[config.mk]
export PLATFORM = sky130hd
export DESIGN_NAME = http_request_header_parser_unit_flat
export DESIGN_NICKNAME = d
export VERILOG_FILES = /design/src/sv/hrhp_pkg.sv /design/src/sv/hrhp_if.sv /design/src/sv/http_request_header_parser_unit.sv /design/src/flat_wrapper.sv
export SDC_FILE = /design/constraint.sdc
export NUM_CORES = 1
export LEC_CHECK = 0
export BUFFER_PORTS_ARGS = -buffer_cell sky130_fd_sc_hd__buf_2
export CELL_PAD_IN_SITES_DETAIL_PLACEMENT = 1
export CELL_PAD_IN_SITES_GLOBAL_PLACEMENT = 2
export CORE_AREA = 2 2 252 254
export CTS_CLUSTER_DIAMETER = 80
export DETAILED_ROUTE_END_ITERATION = 10
export DIE_AREA = 0 0 254 256
export PLACE_DENSITY_LB_ADDON = 0.1
export SYNTH_ARGS = -nofsm -noshare
export SYNTH_HDL_FRONTEND = slang
export SYNTH_SLANG_ARGS = --single-unit
[constraint.sdc]
create_clock -name clock -period 10.5 [get_ports clock]
set_input_delay 1.05 -clock clock [delete_from_list [all_inputs] [get_ports clock]]
set_output_delay 1.05 -clock clock [all_outputs]
set_load 0.1 [all_outputs]
[src/sv/hrhp_pkg.sv]
`timescale 1ns / 1ps
// ----------------------------------------------------------------------------
// hrhp_pkg
// shared types, constants and lookup functions for the request header parser
// ----------------------------------------------------------------------------
package hrhp_pkg;

   localparam int LineBytes    = 1024;
   localparam int RequestBytes = 8192;
   localparam int FieldBytes   = 256;
   localparam int MethodBytes  = 15;

   localparam int NumHeaders   = 15;
   localparam int NumStrHdrs   = 13;
   localparam int NumCodings   = 5;
   localparam int NameMax      = 18;

   localparam logic [3:0] HdrContentLength    = 4'd13;
   localparam logic [3:0] HdrTransferEncoding = 4'd14;
   localparam logic [3:0] HdrNone             = 4'd15;

   typedef enum logic [2:0] {
      PH_REQLINE    = 3'd0,
      PH_LINE_START = 3'd1,
      PH_HEADER     = 3'd2,
      PH_BLANK_CR   = 3'd3,
      PH_DEAD       = 3'd4
   } phase_type;

   typedef enum logic [2:0] {
      K_TOKEN_BYTE = 3'd0,
      K_TOKEN_END  = 3'd1,
      K_VALUE_BYTE = 3'd2,
      K_VALUE_END  = 3'd3,
      K_DONE       = 3'd4,
      K_MALFORMED  = 3'd5,
      K_NONE       = 3'd6
   } kind_type;

   typedef enum logic [1:0] {
      NS_SKIP   = 2'd0,
      NS_DIGITS = 2'd1,
      NS_STOP   = 2'd2
   } num_scan_type;

   typedef struct packed {
      logic [7:0] data_byte;
      logic       last_byte;
   } req_type;

   typedef struct packed {
      logic [2:0]  kind;
      logic [3:0]  field_id;
      logic [7:0]  out_byte;
      logic [9:0]  value_length;
      logic [9:0]  value_start;
      logic [13:0] body_length;
      logic        chunked;
      logic        te_other;
      logic [13:0] body_offset;
   } rsp_type;

   function automatic logic [4:0] hdr_len(input logic [3:0] j);
      logic [4:0] n;
      unique case (j)
         4'd0:  n = 5'd5;
         4'd1:  n = 5'd11;
         4'd2:  n = 5'd8;
         4'd3:  n = 5'd7;
         4'd4:  n = 5'd7;
         4'd5:  n = 5'd16;
         4'd6:  n = 5'd13;
         4'd7:  n = 5'd11;
         4'd8:  n = 5'd14;
         4'd9:  n = 5'd14;
         4'd10: n = 5'd18;
         4'd11: n = 5'd7;
         4'd12: n = 5'd6;
         4'd13: n = 5'd15;
         4'd14: n = 5'd18;
         default: n = 5'd0;
      endcase
      return n;
   endfunction

   function automatic logic [8*NameMax-1:0] hdr_text(input logic [3:0] j);
      logic [8*NameMax-1:0] s;
      unique case (j)
         4'd0:  s = "host:";
         4'd1:  s = "user-agent:";
         4'd2:  s = "referer:";
         4'd3:  s = "origin:";
         4'd4:  s = "accept:";
         4'd5:  s = "accept-encoding:";
         4'd6:  s = "content-type:";
         4'd7:  s = "connection:";
         4'd8:  s = "authorization:";
         4'd9:  s = "if-none-match:";
         4'd10: s = "if-modified-since:";
         4'd11: s = "expect:";
         4'd12: s = "range:";
         4'd13: s = "content-length:";
         4'd14: s = "transfer-encoding:";
         default: s = '0;
      endcase
      return s;
   endfunction

   // character of a header name at a position counted from its first character
   function automatic logic [7:0] hdr_char(input logic [3:0] j, input logic [4:0] p);
      logic [8*NameMax-1:0] s;
      logic [4:0]           n;
      logic [4:0]           sh;
      s  = hdr_text(j);
      n  = hdr_len(j);
      sh = n - 5'd1 - p;
      return s[8*sh +: 8];
   endfunction

   function automatic logic [3:0] cod_len(input logic [2:0] j);
      logic [3:0] n;
      unique case (j)
         3'd0: n = 4'd7;
         3'd1: n = 4'd4;
         3'd2: n = 4'd7;
         3'd3: n = 4'd8;
         3'd4: n = 4'd8;
         default: n = 4'd0;
      endcase
      return n;
   endfunction

   function automatic logic [63:0] cod_text(input logic [2:0] j);
      logic [63:0] s;
      unique case (j)
         3'd0: s = "chunked";
         3'd1: s = "gzip";
         3'd2: s = "deflate";
         3'd3: s = "compress";
         3'd4: s = "identity";
         default: s = '0;
      endcase
      return s;
   endfunction

   function automatic logic [7:0] cod_char(input logic [2:0] j, input logic [3:0] p);
      logic [63:0] s;
      logic [3:0]  sh;
      s  = cod_text(j);
      sh = cod_len(j) - 4'd1 - p;
      return s[8*sh[2:0] +: 8];
   endfunction

   // kmp style step over a short needle; none of the codings has a long border
   function automatic logic [3:0] cod_step(input logic [2:0] j, input logic [3:0] k,
                                           input logic [7:0] c);
      logic [3:0] res;
      logic       ok;
      res = 4'd0;
      for (int m = 1; m <= 9; m++) begin
         if (m <= int'(k) + 1 && m <= int'(cod_len(j))) begin
            ok = (cod_char(j, 4'(m - 1)) == c);
            for (int q = 0; q < 8; q++) begin
               if (q < m - 1 && cod_char(j, 4'(q)) != cod_char(j, 4'(int'(k) + 1 - m + q)))
                  ok = 1'b0;
            end
            if (ok) res = 4'(m);
         end
      end
      return res;
   endfunction

   function automatic logic [7:0] to_lower(input logic [7:0] c);
      return (c >= 8'h41 && c <= 8'h5A) ? c + 8'd32 : c;
   endfunction

   function automatic logic is_ws(input logic [7:0] c);
      return c == 8'h20 || c == 8'h09 || c == 8'h0B || c == 8'h0C;
   endfunction

endpackage

[src/sv/hrhp_if.sv]
`timescale 1ns / 1ps
// ----------------------------------------------------------------------------
// hrhp_req_if / hrhp_rsp_if
// valid/ready channels for request beats and result beats
// ----------------------------------------------------------------------------
interface hrhp_req_if import hrhp_pkg::*; ();
   logic    valid;
   logic    ready;
   req_type payload;
   modport source (output valid, output payload, input ready);
   modport sink (input valid, input payload, output ready);
endinterface

interface hrhp_rsp_if import hrhp_pkg::*; ();
   logic    valid;
   logic    ready;
   rsp_type payload;
   modport source (output valid, output payload, input ready);
   modport sink (input valid, input payload, output ready);
endinterface

[src/sv/http_request_header_parser_unit.sv]
`timescale 1ns / 1ps
// ----------------------------------------------------------------------------
// http_request_header_parser_unit
// byte-serial parser for an http/1.1 request line and header block
// ----------------------------------------------------------------------------
// One request byte is taken per clock and gives at most one result beat,
// registered in the output buffer. All parsing state updates together for
// each byte (header name matchers, value counters, content-length fold,
// coding matchers). A two-entry output buffer holds result beats while the
// result side stalls; input is held off only once both entries are full, so
// with the result side taking beats the sustained rate is one byte per cycle.
module http_request_header_parser_unit import hrhp_pkg::*; (
   input  logic       clock,
   input  logic       reset,
   hrhp_req_if.sink   req,
   hrhp_rsp_if.source rsp
);

   phase_type    phase_ff, phase_in;
   logic [13:0]  bcnt_ff, bcnt_in;
   logic [10:0]  lpos_ff, lpos_in;
   logic [14:0]  cand_ff, cand_in;
   logic [3:0]   hdr_ff, hdr_in;
   logic [1:0]   tok_ff, tok_in;
   logic [9:0]   raw_ff, raw_in;
   logic [9:0]   lead_ff, lead_in;
   logic [9:0]   lne_ff, lne_in;
   logic [14:0]  acc_ff, acc_in;
   num_scan_type ns_ff, ns_in;
   logic [13:0]  slen_ff, slen_in;
   logic [3:0]   cprog_ff [NumCodings];
   logic [3:0]   cprog_in [NumCodings];
   logic [4:0]   cfound_ff, cfound_in;
   logic         fchk_ff, fchk_in;
   logic         fte_ff, fte_in;
   logic         acr_ff, acr_in;

   // skid buffer
   rsp_type      buf_ff [2];
   logic [1:0]   cnt_ff;
   logic         rd_ff;
   logic         wr_ff;

   logic         take;
   logic         push;
   logic         pop;
   rsp_type      r;
   logic [7:0]   c;
   logic         last;

   assign req.ready = (cnt_ff != 2'd2);
   assign take      = req.valid && req.ready;
   assign c         = req.payload.data_byte;
   assign last      = req.payload.last_byte;

   always_comb begin
      logic [9:0]  pos;
      logic [7:0]  lc;
      logic        dig;
      logic [18:0] v;
      logic [10:0] lim;
      logic [2:0]  rk;
      phase_in  = phase_ff;
      bcnt_in   = bcnt_ff;
      lpos_in   = lpos_ff;
      cand_in   = cand_ff;
      hdr_in    = hdr_ff;
      tok_in    = tok_ff;
      raw_in    = raw_ff;
      lead_in   = lead_ff;
      lne_in    = lne_ff;
      acc_in    = acc_ff;
      ns_in     = ns_ff;
      slen_in   = slen_ff;
      cprog_in  = cprog_ff;
      cfound_in = cfound_ff;
      fchk_in   = fchk_ff;
      fte_in    = fte_ff;
      acr_in    = acr_ff;
      r         = '0;
      rk        = K_NONE;
      lc        = to_lower(c);
      dig       = c >= 8'h30 && c <= 8'h39;
      pos       = lpos_ff[9:0];
      v         = '0;
      lim       = '0;

      if (phase_ff != PH_DEAD) begin
         if (c == 8'd0 || {1'b0, bcnt_ff} >= 15'(RequestBytes)) begin
            if (phase_ff == PH_BLANK_CR) begin
               rk = K_DONE;
               r.body_offset = bcnt_ff;
            end else begin
               rk = K_MALFORMED;
            end
         end else begin
            unique case (phase_ff)
               PH_REQLINE: begin
                  if (c == 8'h0D || c == 8'h0A) begin
                     if (lpos_ff == 11'd0) rk = K_MALFORMED;
                     else if (tok_ff == 2'd2 && raw_ff != 10'd0) begin
                        rk = K_TOKEN_END;
                        r.field_id = 4'd2;
                        r.value_length = raw_ff;
                     end else if (tok_ff != 2'd3) rk = K_MALFORMED;
                     phase_in = PH_LINE_START;
                     acr_in   = (c == 8'h0D);
                  end else begin
                     if (lpos_ff < 11'(LineBytes)) lpos_in = lpos_ff + 11'd1;
                     if (lpos_ff < 11'(LineBytes)) begin
                        if (is_ws(c)) begin
                           if (raw_ff != 10'd0) begin
                              rk = K_TOKEN_END;
                              r.field_id = {2'b00, tok_ff};
                              r.value_length = raw_ff;
                              tok_in = tok_ff + 2'd1;
                              raw_in = '0;
                           end
                        end else if (tok_ff != 2'd3) begin
                           lim = (tok_ff == 2'd1) ? 11'(LineBytes - 1) : 11'(MethodBytes);
                           if ({1'b0, raw_ff} >= lim) rk = K_MALFORMED;
                           else begin
                              rk = K_TOKEN_BYTE;
                              r.field_id = {2'b00, tok_ff};
                              r.out_byte = c;
                              raw_in = raw_ff + 10'd1;
                           end
                        end
                     end
                  end
               end
               PH_BLANK_CR: begin
                  rk = K_DONE;
                  r.body_offset = (c == 8'h0A) ? bcnt_ff + 14'd1 : bcnt_ff;
               end
               PH_HEADER, PH_LINE_START: begin
                  logic content;
                  logic fresh;
                  content = 1'b0;
                  fresh   = 1'b0;
                  if (phase_ff == PH_HEADER) begin
                     if (c == 8'h0D || c == 8'h0A) begin
                        if (hdr_ff < 4'(NumStrHdrs)) begin
                           rk = K_VALUE_END;
                           r.field_id = hdr_ff;
                           r.value_length = (lne_ff > lead_ff) ? lne_ff - lead_ff : 10'd0;
                           r.value_start = lead_ff;
                        end else if (hdr_ff == HdrContentLength) begin
                           slen_in = (acc_ff != 15'd0 && acc_ff <= 15'(RequestBytes))
                                     ? acc_ff[13:0] : 14'd0;
                        end else if (hdr_ff == HdrTransferEncoding) begin
                           if (cfound_ff[0] && cfound_ff[4:1] == 4'd0) fchk_in = 1'b1;
                           else fte_in = 1'b1;
                        end
                        phase_in = PH_LINE_START;
                        acr_in   = (c == 8'h0D);
                     end else content = 1'b1;
                  end else if (acr_ff && c == 8'h0A) begin
                     acr_in = 1'b0;
                  end else begin
                     acr_in = 1'b0;
                     if (c == 8'h0D) begin
                        phase_in = PH_BLANK_CR;
                        if (last) begin
                           rk = K_DONE;
                           r.body_offset = bcnt_ff + 14'd1;
                        end
                     end else if (c == 8'h0A) begin
                        rk = K_DONE;
                        r.body_offset = bcnt_ff + 14'd1;
                     end else begin
                        content = 1'b1;
                        fresh   = 1'b1;
                     end
                  end
                  if (content) begin
                     logic [10:0] lp;
                     logic [3:0]  hh;
                     logic [14:0] cd;
                     logic [9:0]  rw;
                     logic [9:0]  ld;
                     logic [9:0]  ln;
                     logic [14:0] ac;
                     num_scan_type nsv;
                     logic [4:0]  cf;
                     lp = fresh ? 11'd0 : lpos_ff;
                     hh = fresh ? HdrNone : hdr_ff;
                     cd = fresh ? 15'h7FFF : cand_ff;
                     rw = fresh ? 10'd0 : raw_ff;
                     ld = fresh ? 10'd0 : lead_ff;
                     ln = fresh ? 10'd0 : lne_ff;
                     ac = fresh ? 15'd0 : acc_ff;
                     nsv = fresh ? NS_SKIP : ns_ff;
                     cf = fresh ? 5'd0 : cfound_ff;
                     if (fresh) begin
                        phase_in = PH_HEADER;
                        for (int j = 0; j < NumCodings; j++) cprog_in[j] = '0;
                     end
                     pos = lp[9:0];
                     lpos_in = (lp < 11'(LineBytes)) ? lp + 11'd1 : lp;
                     hdr_in = hh; cand_in = cd; raw_in = rw; lead_in = ld; lne_in = ln;
                     acc_in = ac; ns_in = nsv; cfound_in = cf;
                     if (lp < 11'(LineBytes - 1)) begin
                        if (hh == HdrNone) begin
                           for (int j = 0; j < NumHeaders; j++) begin
                              if (cd[j] && {1'b0, pos} < 11'(hdr_len(4'(j)))) begin
                                 if (lc != hdr_char(4'(j), pos[4:0])) cand_in[j] = 1'b0;
                                 else if (pos[4:0] == hdr_len(4'(j)) - 5'd1) hdr_in = 4'(j);
                              end
                           end
                        end else if (hh < 4'(NumStrHdrs)) begin
                           if (rw < 10'(FieldBytes - 1)) begin
                              if (!is_ws(c)) lne_in = rw + 10'd1;
                              else if (ln == 10'd0) lead_in = ld + 10'd1;
                              raw_in = rw + 10'd1;
                              rk = K_VALUE_BYTE;
                              r.field_id = hh;
                              r.out_byte = c;
                           end
                        end else if (hh == HdrContentLength) begin
                           unique case (nsv)
                              NS_SKIP: begin
                                 if (is_ws(c)) ;
                                 else if (c == 8'h2B) ns_in = NS_DIGITS;
                                 else if (dig) begin
                                    ns_in = NS_DIGITS;
                                    acc_in = {11'd0, c[3:0]};
                                 end else begin
                                    acc_in = '0;
                                    ns_in = NS_STOP;
                                 end
                              end
                              NS_DIGITS: begin
                                 if (dig) begin
                                    v = {4'd0, ac} * 19'd10 + {15'd0, c[3:0]};
                                    acc_in = (v > 19'(RequestBytes)) ? 15'(RequestBytes + 1)
                                                                      : v[14:0];
                                 end else ns_in = NS_STOP;
                              end
                              default: ;
                           endcase
                        end else begin
                           for (int j = 0; j < NumCodings; j++) begin
                              if (!cf[j]) begin
                                 cprog_in[j] = cod_step(3'(j), fresh ? 4'd0 : cprog_ff[j], lc);
                                 if (cprog_in[j] == cod_len(3'(j))) cfound_in[j] = 1'b1;
                              end
                           end
                        end
                     end
                  end
               end
               default: ;
            endcase
            bcnt_in = bcnt_ff + 14'd1;
         end
      end

      if (phase_ff != PH_DEAD && last && rk != K_DONE) begin
         r  = '0;
         rk = K_MALFORMED;
      end
      if (rk == K_DONE || rk == K_MALFORMED) phase_in = PH_DEAD;
      r.kind        = rk;
      r.body_length = slen_in;
      r.chunked     = fchk_in;
      r.te_other    = fte_in;
      push          = take && (rk != K_NONE);
   end

   assign pop = rsp.valid && rsp.ready;

   always_ff @(posedge clock) begin
      if (reset || (take && last)) begin
         phase_ff  <= PH_REQLINE;
         bcnt_ff   <= '0;
         lpos_ff   <= '0;
         cand_ff   <= 15'h7FFF;
         hdr_ff    <= HdrNone;
         tok_ff    <= '0;
         raw_ff    <= '0;
         lead_ff   <= '0;
         lne_ff    <= '0;
         acc_ff    <= '0;
         ns_ff     <= NS_SKIP;
         slen_ff   <= '0;
         for (int j = 0; j < NumCodings; j++) cprog_ff[j] <= '0;
         cfound_ff <= '0;
         fchk_ff   <= 1'b0;
         fte_ff    <= 1'b0;
         acr_ff    <= 1'b0;
      end else if (take) begin
         phase_ff  <= phase_in;
         bcnt_ff   <= bcnt_in;
         lpos_ff   <= lpos_in;
         cand_ff   <= cand_in;
         hdr_ff    <= hdr_in;
         tok_ff    <= tok_in;
         raw_ff    <= raw_in;
         lead_ff   <= lead_in;
         lne_ff    <= lne_in;
         acc_ff    <= acc_in;
         ns_ff     <= ns_in;
         slen_ff   <= slen_in;
         cprog_ff  <= cprog_in;
         cfound_ff <= cfound_in;
         fchk_ff   <= fchk_in;
         fte_ff    <= fte_in;
         acr_ff    <= acr_in;
      end
   end

   always_ff @(posedge clock) begin
      if (reset) begin
         cnt_ff <= '0;
         rd_ff  <= 1'b0;
         wr_ff  <= 1'b0;
      end else begin
         if (push) wr_ff <= ~wr_ff;
         if (pop) rd_ff <= ~rd_ff;
         cnt_ff <= cnt_ff + {1'b0, push} - {1'b0, pop};
      end
      if (push) buf_ff[wr_ff] <= r;
   end

   assign rsp.valid   = (cnt_ff != 2'd0);
   assign rsp.payload = buf_ff[rd_ff];

endmodule
[src/flat_wrapper.sv]
// flat-port wrapper written by rule: the top's interface ports become plain ports
module http_request_header_parser_unit_flat import hrhp_pkg::*;
  (clock, reset, req_valid, req_payload, req_ready, rsp_valid, rsp_payload, rsp_ready);
  hrhp_req_if req_i ();
  hrhp_rsp_if rsp_i ();
  input  logic clock;
  input  logic reset;
  input wire logic [$bits(req_i.valid)-1:0] req_valid;
  input wire logic [$bits(req_i.payload)-1:0] req_payload;
  output wire logic [$bits(req_i.ready)-1:0] req_ready;
  output wire logic [$bits(rsp_i.valid)-1:0] rsp_valid;
  output wire logic [$bits(rsp_i.payload)-1:0] rsp_payload;
  input wire logic [$bits(rsp_i.ready)-1:0] rsp_ready;
  assign req_i.valid = req_valid;
  assign req_i.payload = req_payload;
  assign req_ready = req_i.ready;
  assign rsp_valid = rsp_i.valid;
  assign rsp_payload = rsp_i.payload;
  assign rsp_i.ready = rsp_ready;
  http_request_header_parser_unit u_core (.clock(clock), .reset(reset), .req(req_i), .rsp(rsp_i));
endmodule
Yosys cells after proc, flatten, opt, wreduce, memory -nomap -nowiden
Memories as Yosys holds them, arrays and structs flattened. A register that Yosys moved wholly into a read port is not among the register bits.
Index checks and enable logic that the tools add are counted.
{"block": "totals", "register_bits": 142, "ram_bits": 130, "inputBits": 13, "output_inout_bits": 67, "wordCells": 4049, "memories": 1}
{"block": "op_classes", "addsub": 647, "mul": 1, "magnitude_cmp": 115, "eq_ne": 291, "shifts": 420, "n_mux": 2447, "bitwise": 4, "reduce_logical": 99}
{"memory": "u_core.buf_ff", "words": 2, "width": 65, "rd": 1, "rd_clocked_by_memory_dff": 1, "wr": 1, "line": "http_request_header_parser_unit.sv:39", "text": "rsp_type buf_ff [2];"}
{"op": "64-bit two-way mux", "count": 450}
{"op": "64-bit by 7-bit variable part select with 8-bit output", "count": 405}
{"op": "144-bit two-way mux", "count": 105}
{"op": "144-bit by 9-bit variable part select with 8-bit output", "count": 15}
{"op": "8-bit != test", "count": 195}
{"op": "5-bit two-way mux", "count": 290}
{"op": "3-bit two-way mux", "count": 480}
{"op": "4-bit two-way mux", "count": 348}
{"op": "1-bit two-way mux", "count": 662}
{"op": "3-bit subtractor", "count": 180}
{"op": "8-bit == test", "count": 45}
{"op": "10-bit two-way mux", "count": 34}
{"op": "3-bit by 1-bit subtractor with 3-bit output (second input constant)", "count": 100}
{"op": "3-bit adder (second input constant)", "count": 90}
{"op": "3-bit subtractor (second input constant)", "count": 89}
{"op": "14-bit two-way mux", "count": 17}
{"op": "3-bit by 2-bit subtractor with 3-bit output (second input constant)", "count": 76}
{"op": "15-bit two-way mux", "count": 12}
{"op": "20-bit two-way mux", "count": 8}
{"op": "5-bit by 1-bit subtractor with 5-bit output (second input constant)", "count": 30}
{"op": "3-bit by 2-bit adder with 3-bit output (second input constant)", "count": 45}
{"op": "3-bit by 5-bit less-or-equal comparator with 1-bit output (first input constant)", "count": 20}
{"op": "10-bit by 5-bit less-than comparator with 1-bit output", "count": 10}
{"op": "3-bit by 4-bit less-or-equal comparator with 1-bit output (first input constant)", "count": 20}
{"op": "other kinds (83)", "count": 298}

Longest topological paths before layout
{"block": "depth", "ltp_word": 104, "mapped_depth": 27, "ltp_nobuf": 19}

Worst setup path before layout
OpenSTA, ideal clock, no wires.
{"block": "synth_path", "path_type": "input-to-reg", "from": "input port req_payload[2]", "to": "memory u_core.buf_ff[0][0] in the netlist's numbering (enable)", "setup_time_ns": 0.489, "t_arrival_ns": 7.101, "required_ns": 10.011, "slack_ns": 2.910, "path_stages": 20, "path_buffers": 6, "cell_sequence": "buf_4 -> and3b_1 -> buf_6 -> o211a_4 -> buf_6 -> nor2_2 -> buf_4 -> buf_2 -> buf_1 -> nor2_1 -> ha_1 -> nand3_1 -> nor2_1 -> a31oi_1 -> nand3_1 -> nor3_2 -> nor2_2 -> a221oi_1 -> o21ai_0 -> nor2_1"}
{"block": "synth_via", "elab_chain_cells": 25, "elab_cells_between_ends": 55, "classes_between": "3 x order compare; 9 x eq/ne; 34 x mux; 9 x reduce/logical"}
{"item": "from (decl)", "line": "flat_wrapper.sv:9", "text": "input wire logic [$bits(req_i.payload)-1:0] req_payload;"}
{"item": "8-bit by 4-bit == test with 1-bit output"}
{"item": "1-bit two-way mux (7 in a row)"}
{"item": "10-bit two-way mux"}
{"item": "10-bit by 8-bit less-than comparator with 1-bit output"}
{"item": "3-bit two-way mux (5 in a row)"}
{"item": "3-bit case mux with 3 select lines"}
{"item": "3-bit two-way mux (*) (2 in a row)"}
{"item": "3-bit != test"}
{"item": "1-bit logical AND"}
{"item": "3-bit two-way mux (*)"}
{"item": "3-bit != test (*)"}
{"item": "1-bit logical AND (*)"}
{"item": "1-bit two-way mux (*) (2 in a row)"}
{"item": "to (decl)", "line": "http_request_header_parser_unit.sv:39"}
Every way passes the cells marked *; elsewhere a longest branch is shown, timed or not. The select of a mux whose other input is x is not followed.

Worst setup path in the final report
{"block": "layout_path", "from": "input port req_payload[5]", "to": "register u_core.hdr_ff[1]"}
{"block": "layout_via", "elab_chain_cells": 76, "elab_cells_between_ends": 180, "classes_between": "16 x add/sub; 13 x order compare; 33 x eq/ne; 15 x shift; 81 x mux; 1 x bitwise; 21 x reduce/logical"}
{"item": "8-bit by 4-bit == test with 1-bit output"}
{"item": "1-bit two-way mux (7 in a row)"}
{"item": "11-bit two-way mux"}
{"item": "5-bit subtractor"}
{"item": "144-bit by 9-bit variable part select with 8-bit output"}
{"item": "8-bit != test"}
{"item": "4-bit two-way mux (64 in a row)"}
{"item": "to (signal assigned)", "line": "http_request_header_parser_unit.sv:279", "text": "hdr_ff <= HdrNone;"}
{"item": "to (signal assigned)", "line": "http_request_header_parser_unit.sv:297", "text": "hdr_ff <= hdr_in;"}
{"item": "to (decl)", "line": "http_request_header_parser_unit.sv:23", "text": "logic [3:0] hdr_ff, hdr_in;"}
Parallel ways exist; a longest one is shown, timed or not. The select of a mux whose other input is x is not followed.
A chain may end at the register's enable or synchronous reset.

==> flow_summary.yaml <==
sta:
  max_freq_mhz: 129
  setup_viol: 0
  final_max_slew_viol_count: 0
  fin_skew_ps: 28.0
  rsz0062_at_grt: "no"
  fin_crit_ps: 7730
  max-slew-margin-rel_pct: 18.7
  worst_pin_slew_ps: 1190
  period_share_pct: 73.6
  finalSetupTns_ps: 0
  hold_viol_final: 0
worst_setup_path:
  path_buf_inv: 4
  slowest_delay_ps: 990
  criticalPathCategory: "input port to flip-flop"
  required_ps: 10960
  crit_chain: "buf_2 > buf_4 > nor4_4 > o211a_4 > o21ai_1 > inv_2 > ha_1 > inv_1 > ha_1 > o21ai_0 > a2111o_1 > a211oi_1 > a211oi_1 > nor4_1 > nand3_1 > o21ai_1 > nor3_1 > o22a_1 > o21a_1"
  crit_slowest_cell: "ha_1"
  critPathLaunchType: "input port"
  crit_family: "compound AO/OA/AOI/OAI gates"
  arrival_ps: 8190
  critPathMaxFanout: 37
  worstSetupEndpointType: "flip-flop"
yosys:
  syn_avg_cell_area_sq_um: 8.04
  muxShareOfSynthArea_pct: 4.92
  ys_seq_area_share_pct: 28.0
  synthTopCellsByArea: "edfxtp_1, dfxtp_1, ha_1"
  synth-main-ff-cell: "dfxtp_1"
  synthTopCellsByCount: "nand2_1, nor2_1, a21oi_1, ha_1, o21ai_0"
  synth.top_cell.area_share_pct: 16.2
  syn_inst: 3005
  synth_adder_area_share_pct: 9.94
  ys_ff_latch: 273
  synth_edf_count: 130
  synth_cell_types: 104
  synth_compound_area_share_pct: 23.4
  synth-xor-area-share_pct: 4.46
  synth_fp_nets: 3208
  synth.most_common_cell: "nand2_1"
  post_synth_and_or_nand_nor_area_fraction_pct: 23.8
  netlist.top_cell.by_area: "edfxtp_1"
  synth_warnings: 0
  synth_top_family_by_area: "simple AND/OR/NAND/NOR gates"
  ys_async_sr_fraction_pct: 0
  synth_area_sq_mm: 0.0242
final_layout:
  fin_area_sq_mm: 0.0262
  antenna_cells: 0
  fin_util_pct: 42.0
  syn_to_final_growth_pct: 8.40
  final_layout_size_suffix_gt1_share_pct: 11.0
  final_cells: 3826
  fin_nets: 3159
cts:
  cts_sinks: 273
  hold_buffers: 0
  path_clk_slew_ps: 60
  cts_setup_buffers: 0
  post_cts_resized: 0
  clkLatencyLatePin_ps: 590
  root_buffer: "clkbuf_16"
  cts_tree: "yes"
  cts_made_buffers: 30
  h-tree-depth: 1
  clk_path_buf_depth: 3
detailed_routing:
  antenna_left: 0
  first_iter_violations: 1480
  viasPerCell: 6.27
  num_vias: 24000
  wl_per_cell_microns: 25.4
  detail_route.first_pass.iterations: 5
  drc: 0
  routed_wl_microns: 97200
floorplan:
  design.portCount: 80
  die_area_sq_mm: 0.0650
  die_y_microns: 256
  die_w_microns: 254
  core_area_sq_mm: 0.0624
  rows: 92
  start_util_pct: 38.7
placed_design:
  dp_hpwl_microns: 70000
  dpl_cell_area_sq_mm: 0.0251
  io_buffers: 79
  gp_congestion: 0.973
  placedCellCount: 3770
pwr:
  total_power_mw: 3.72
  leakage_nw: 9.62
  peakVddDrop_v: 0.000107
  power_density_mw_per_mm2: 142
global_routing:
  grt_pass1_vias: 24500
  grt_usage_pct: 29.2
  antenna_found_initial: 2
  grt_pass1_wl_microns: 149000
  grt_max_degree: 66
  globalRouteOverflowTotal: 0
run_status:
  status: "complete, no violations"
worst_hold_path:
  hold_path.class: "flip-flop to flip-flop"
flow_run:
  cap_violations: 0
[layout make-up]
cell class / instances / area [sq um]
clock buffers: 35 / 791
clock inverters: 21 / 250
fillers: 7495 / 36200
inverters: 114 / 428
multi-input cells: 2409 / 16100
flip-flops and latches: 273 / 6770
well taps: 846 / 1060
repair buffers: 128 / 763
[path summary, 6_finish.rpt]
kind                            slack, ps  cells past startpoint             endpoint           startpoint
worst max-delay path                 2770                     19     u_core.hdr_ff[1]       req_payload[5]
worst min-delay path                  460                      1  u_core.cprog_ff[15]  u_core.cprog_ff[15]
worst max register to register       3660                     16     u_core.hdr_ff[1]   u_core.phase_ff[1]
worst min register to register        460                      1  u_core.cprog_ff[15]  u_core.cprog_ff[15]
[flip-flops by register name, indices dropped and copies added, names as in the netlist, named ones only]
register / cells
u_core.fte_ff: 1
u_core.lead_ff: 10
u_core.fchk_ff: 1
u_core.rd_ff: 1
u_core.tok_ff: 2
u_core.cand_ff: 15
u_core.lne_ff: 10
u_core.cprog_ff: 20
u_core.acr_ff: 1
u_core.bcnt_ff: 14
u_core.hdr_ff: 4
u_core.wr_ff: 1
u_core.lpos_ff: 11
u_core.acc_ff: 15
u_core.ns_ff: 2
u_core.raw_ff: 10
u_core.slen_ff: 14
u_core.cfound_ff: 5
u_core.buf_ff: 130
u_core.cnt_ff: 2
u_core.phase_ff: 3
[routing by layer]
layer / GRT usage [%] / wire, microns / up-vias
li1: - / - / 11100
met1: 39.1 / 43400 / 12000
met2: 47.6 / 44200 / 773
met3: 3.60 / 5440 / 205
met4: 11.3 / 4100 / 0
met5: 0 / 0 / -
[stage by stage]
step / hold slack (ps) / setup slack (ps)
6_report: 461 / 2770
5_1_grt: 476 / 2360
4_1_cts: 462 / 3050
3_5_place_dp: 453 / 2430
3_3_place_gp: 437 / 2700
2_1_floorplan: 417 / 2910
[kinds of logic after synthesis]
logic type / Yosys count
muxes: 107
and+or+nand+nor: 1143
adders and majority gates: 190
AOI/OAI and AO/OA: 847
buffers and inverters: 323
xor gates and xnor gates: 122
DFF: 273
[power breakdown]
part | internal (mW) | switching (mW)
Combinational | 0.247 | 1.08
Sequential | 1.23 | 0.0287
Clock | 0.664 | 0.467
[layout by cell type (no fill, tap or decap), types with 17 or more instances in the layout]
cell	count
nor2b_1	25
or3_1	22
o21ai_0	154
xor2_1	29
nand2_1	305
and3_1	38
edfxtp_1	130
ha_1	187
nor2_1	286
xnor2_1	92
a21o_1	30
nand2b_1	31
buf_4	49
inv_1	101
mux2i_1	32
a211oi_1	44
o21ai_1	18
clkbuf_16	31
and2_1	30
buf_2	79
dfxtp_1	142
nor4_1	44
o211ai_1	34
nand3b_1	17
a22oi_1	32
nand4_1	44
mux2_2	71
a31oi_1	50
o22ai_1	31
nor3_1	86
a21oi_1	215
nand3_1	105
o2111ai_1	19
Note: power is estimated with default switching activity, not from simulation.
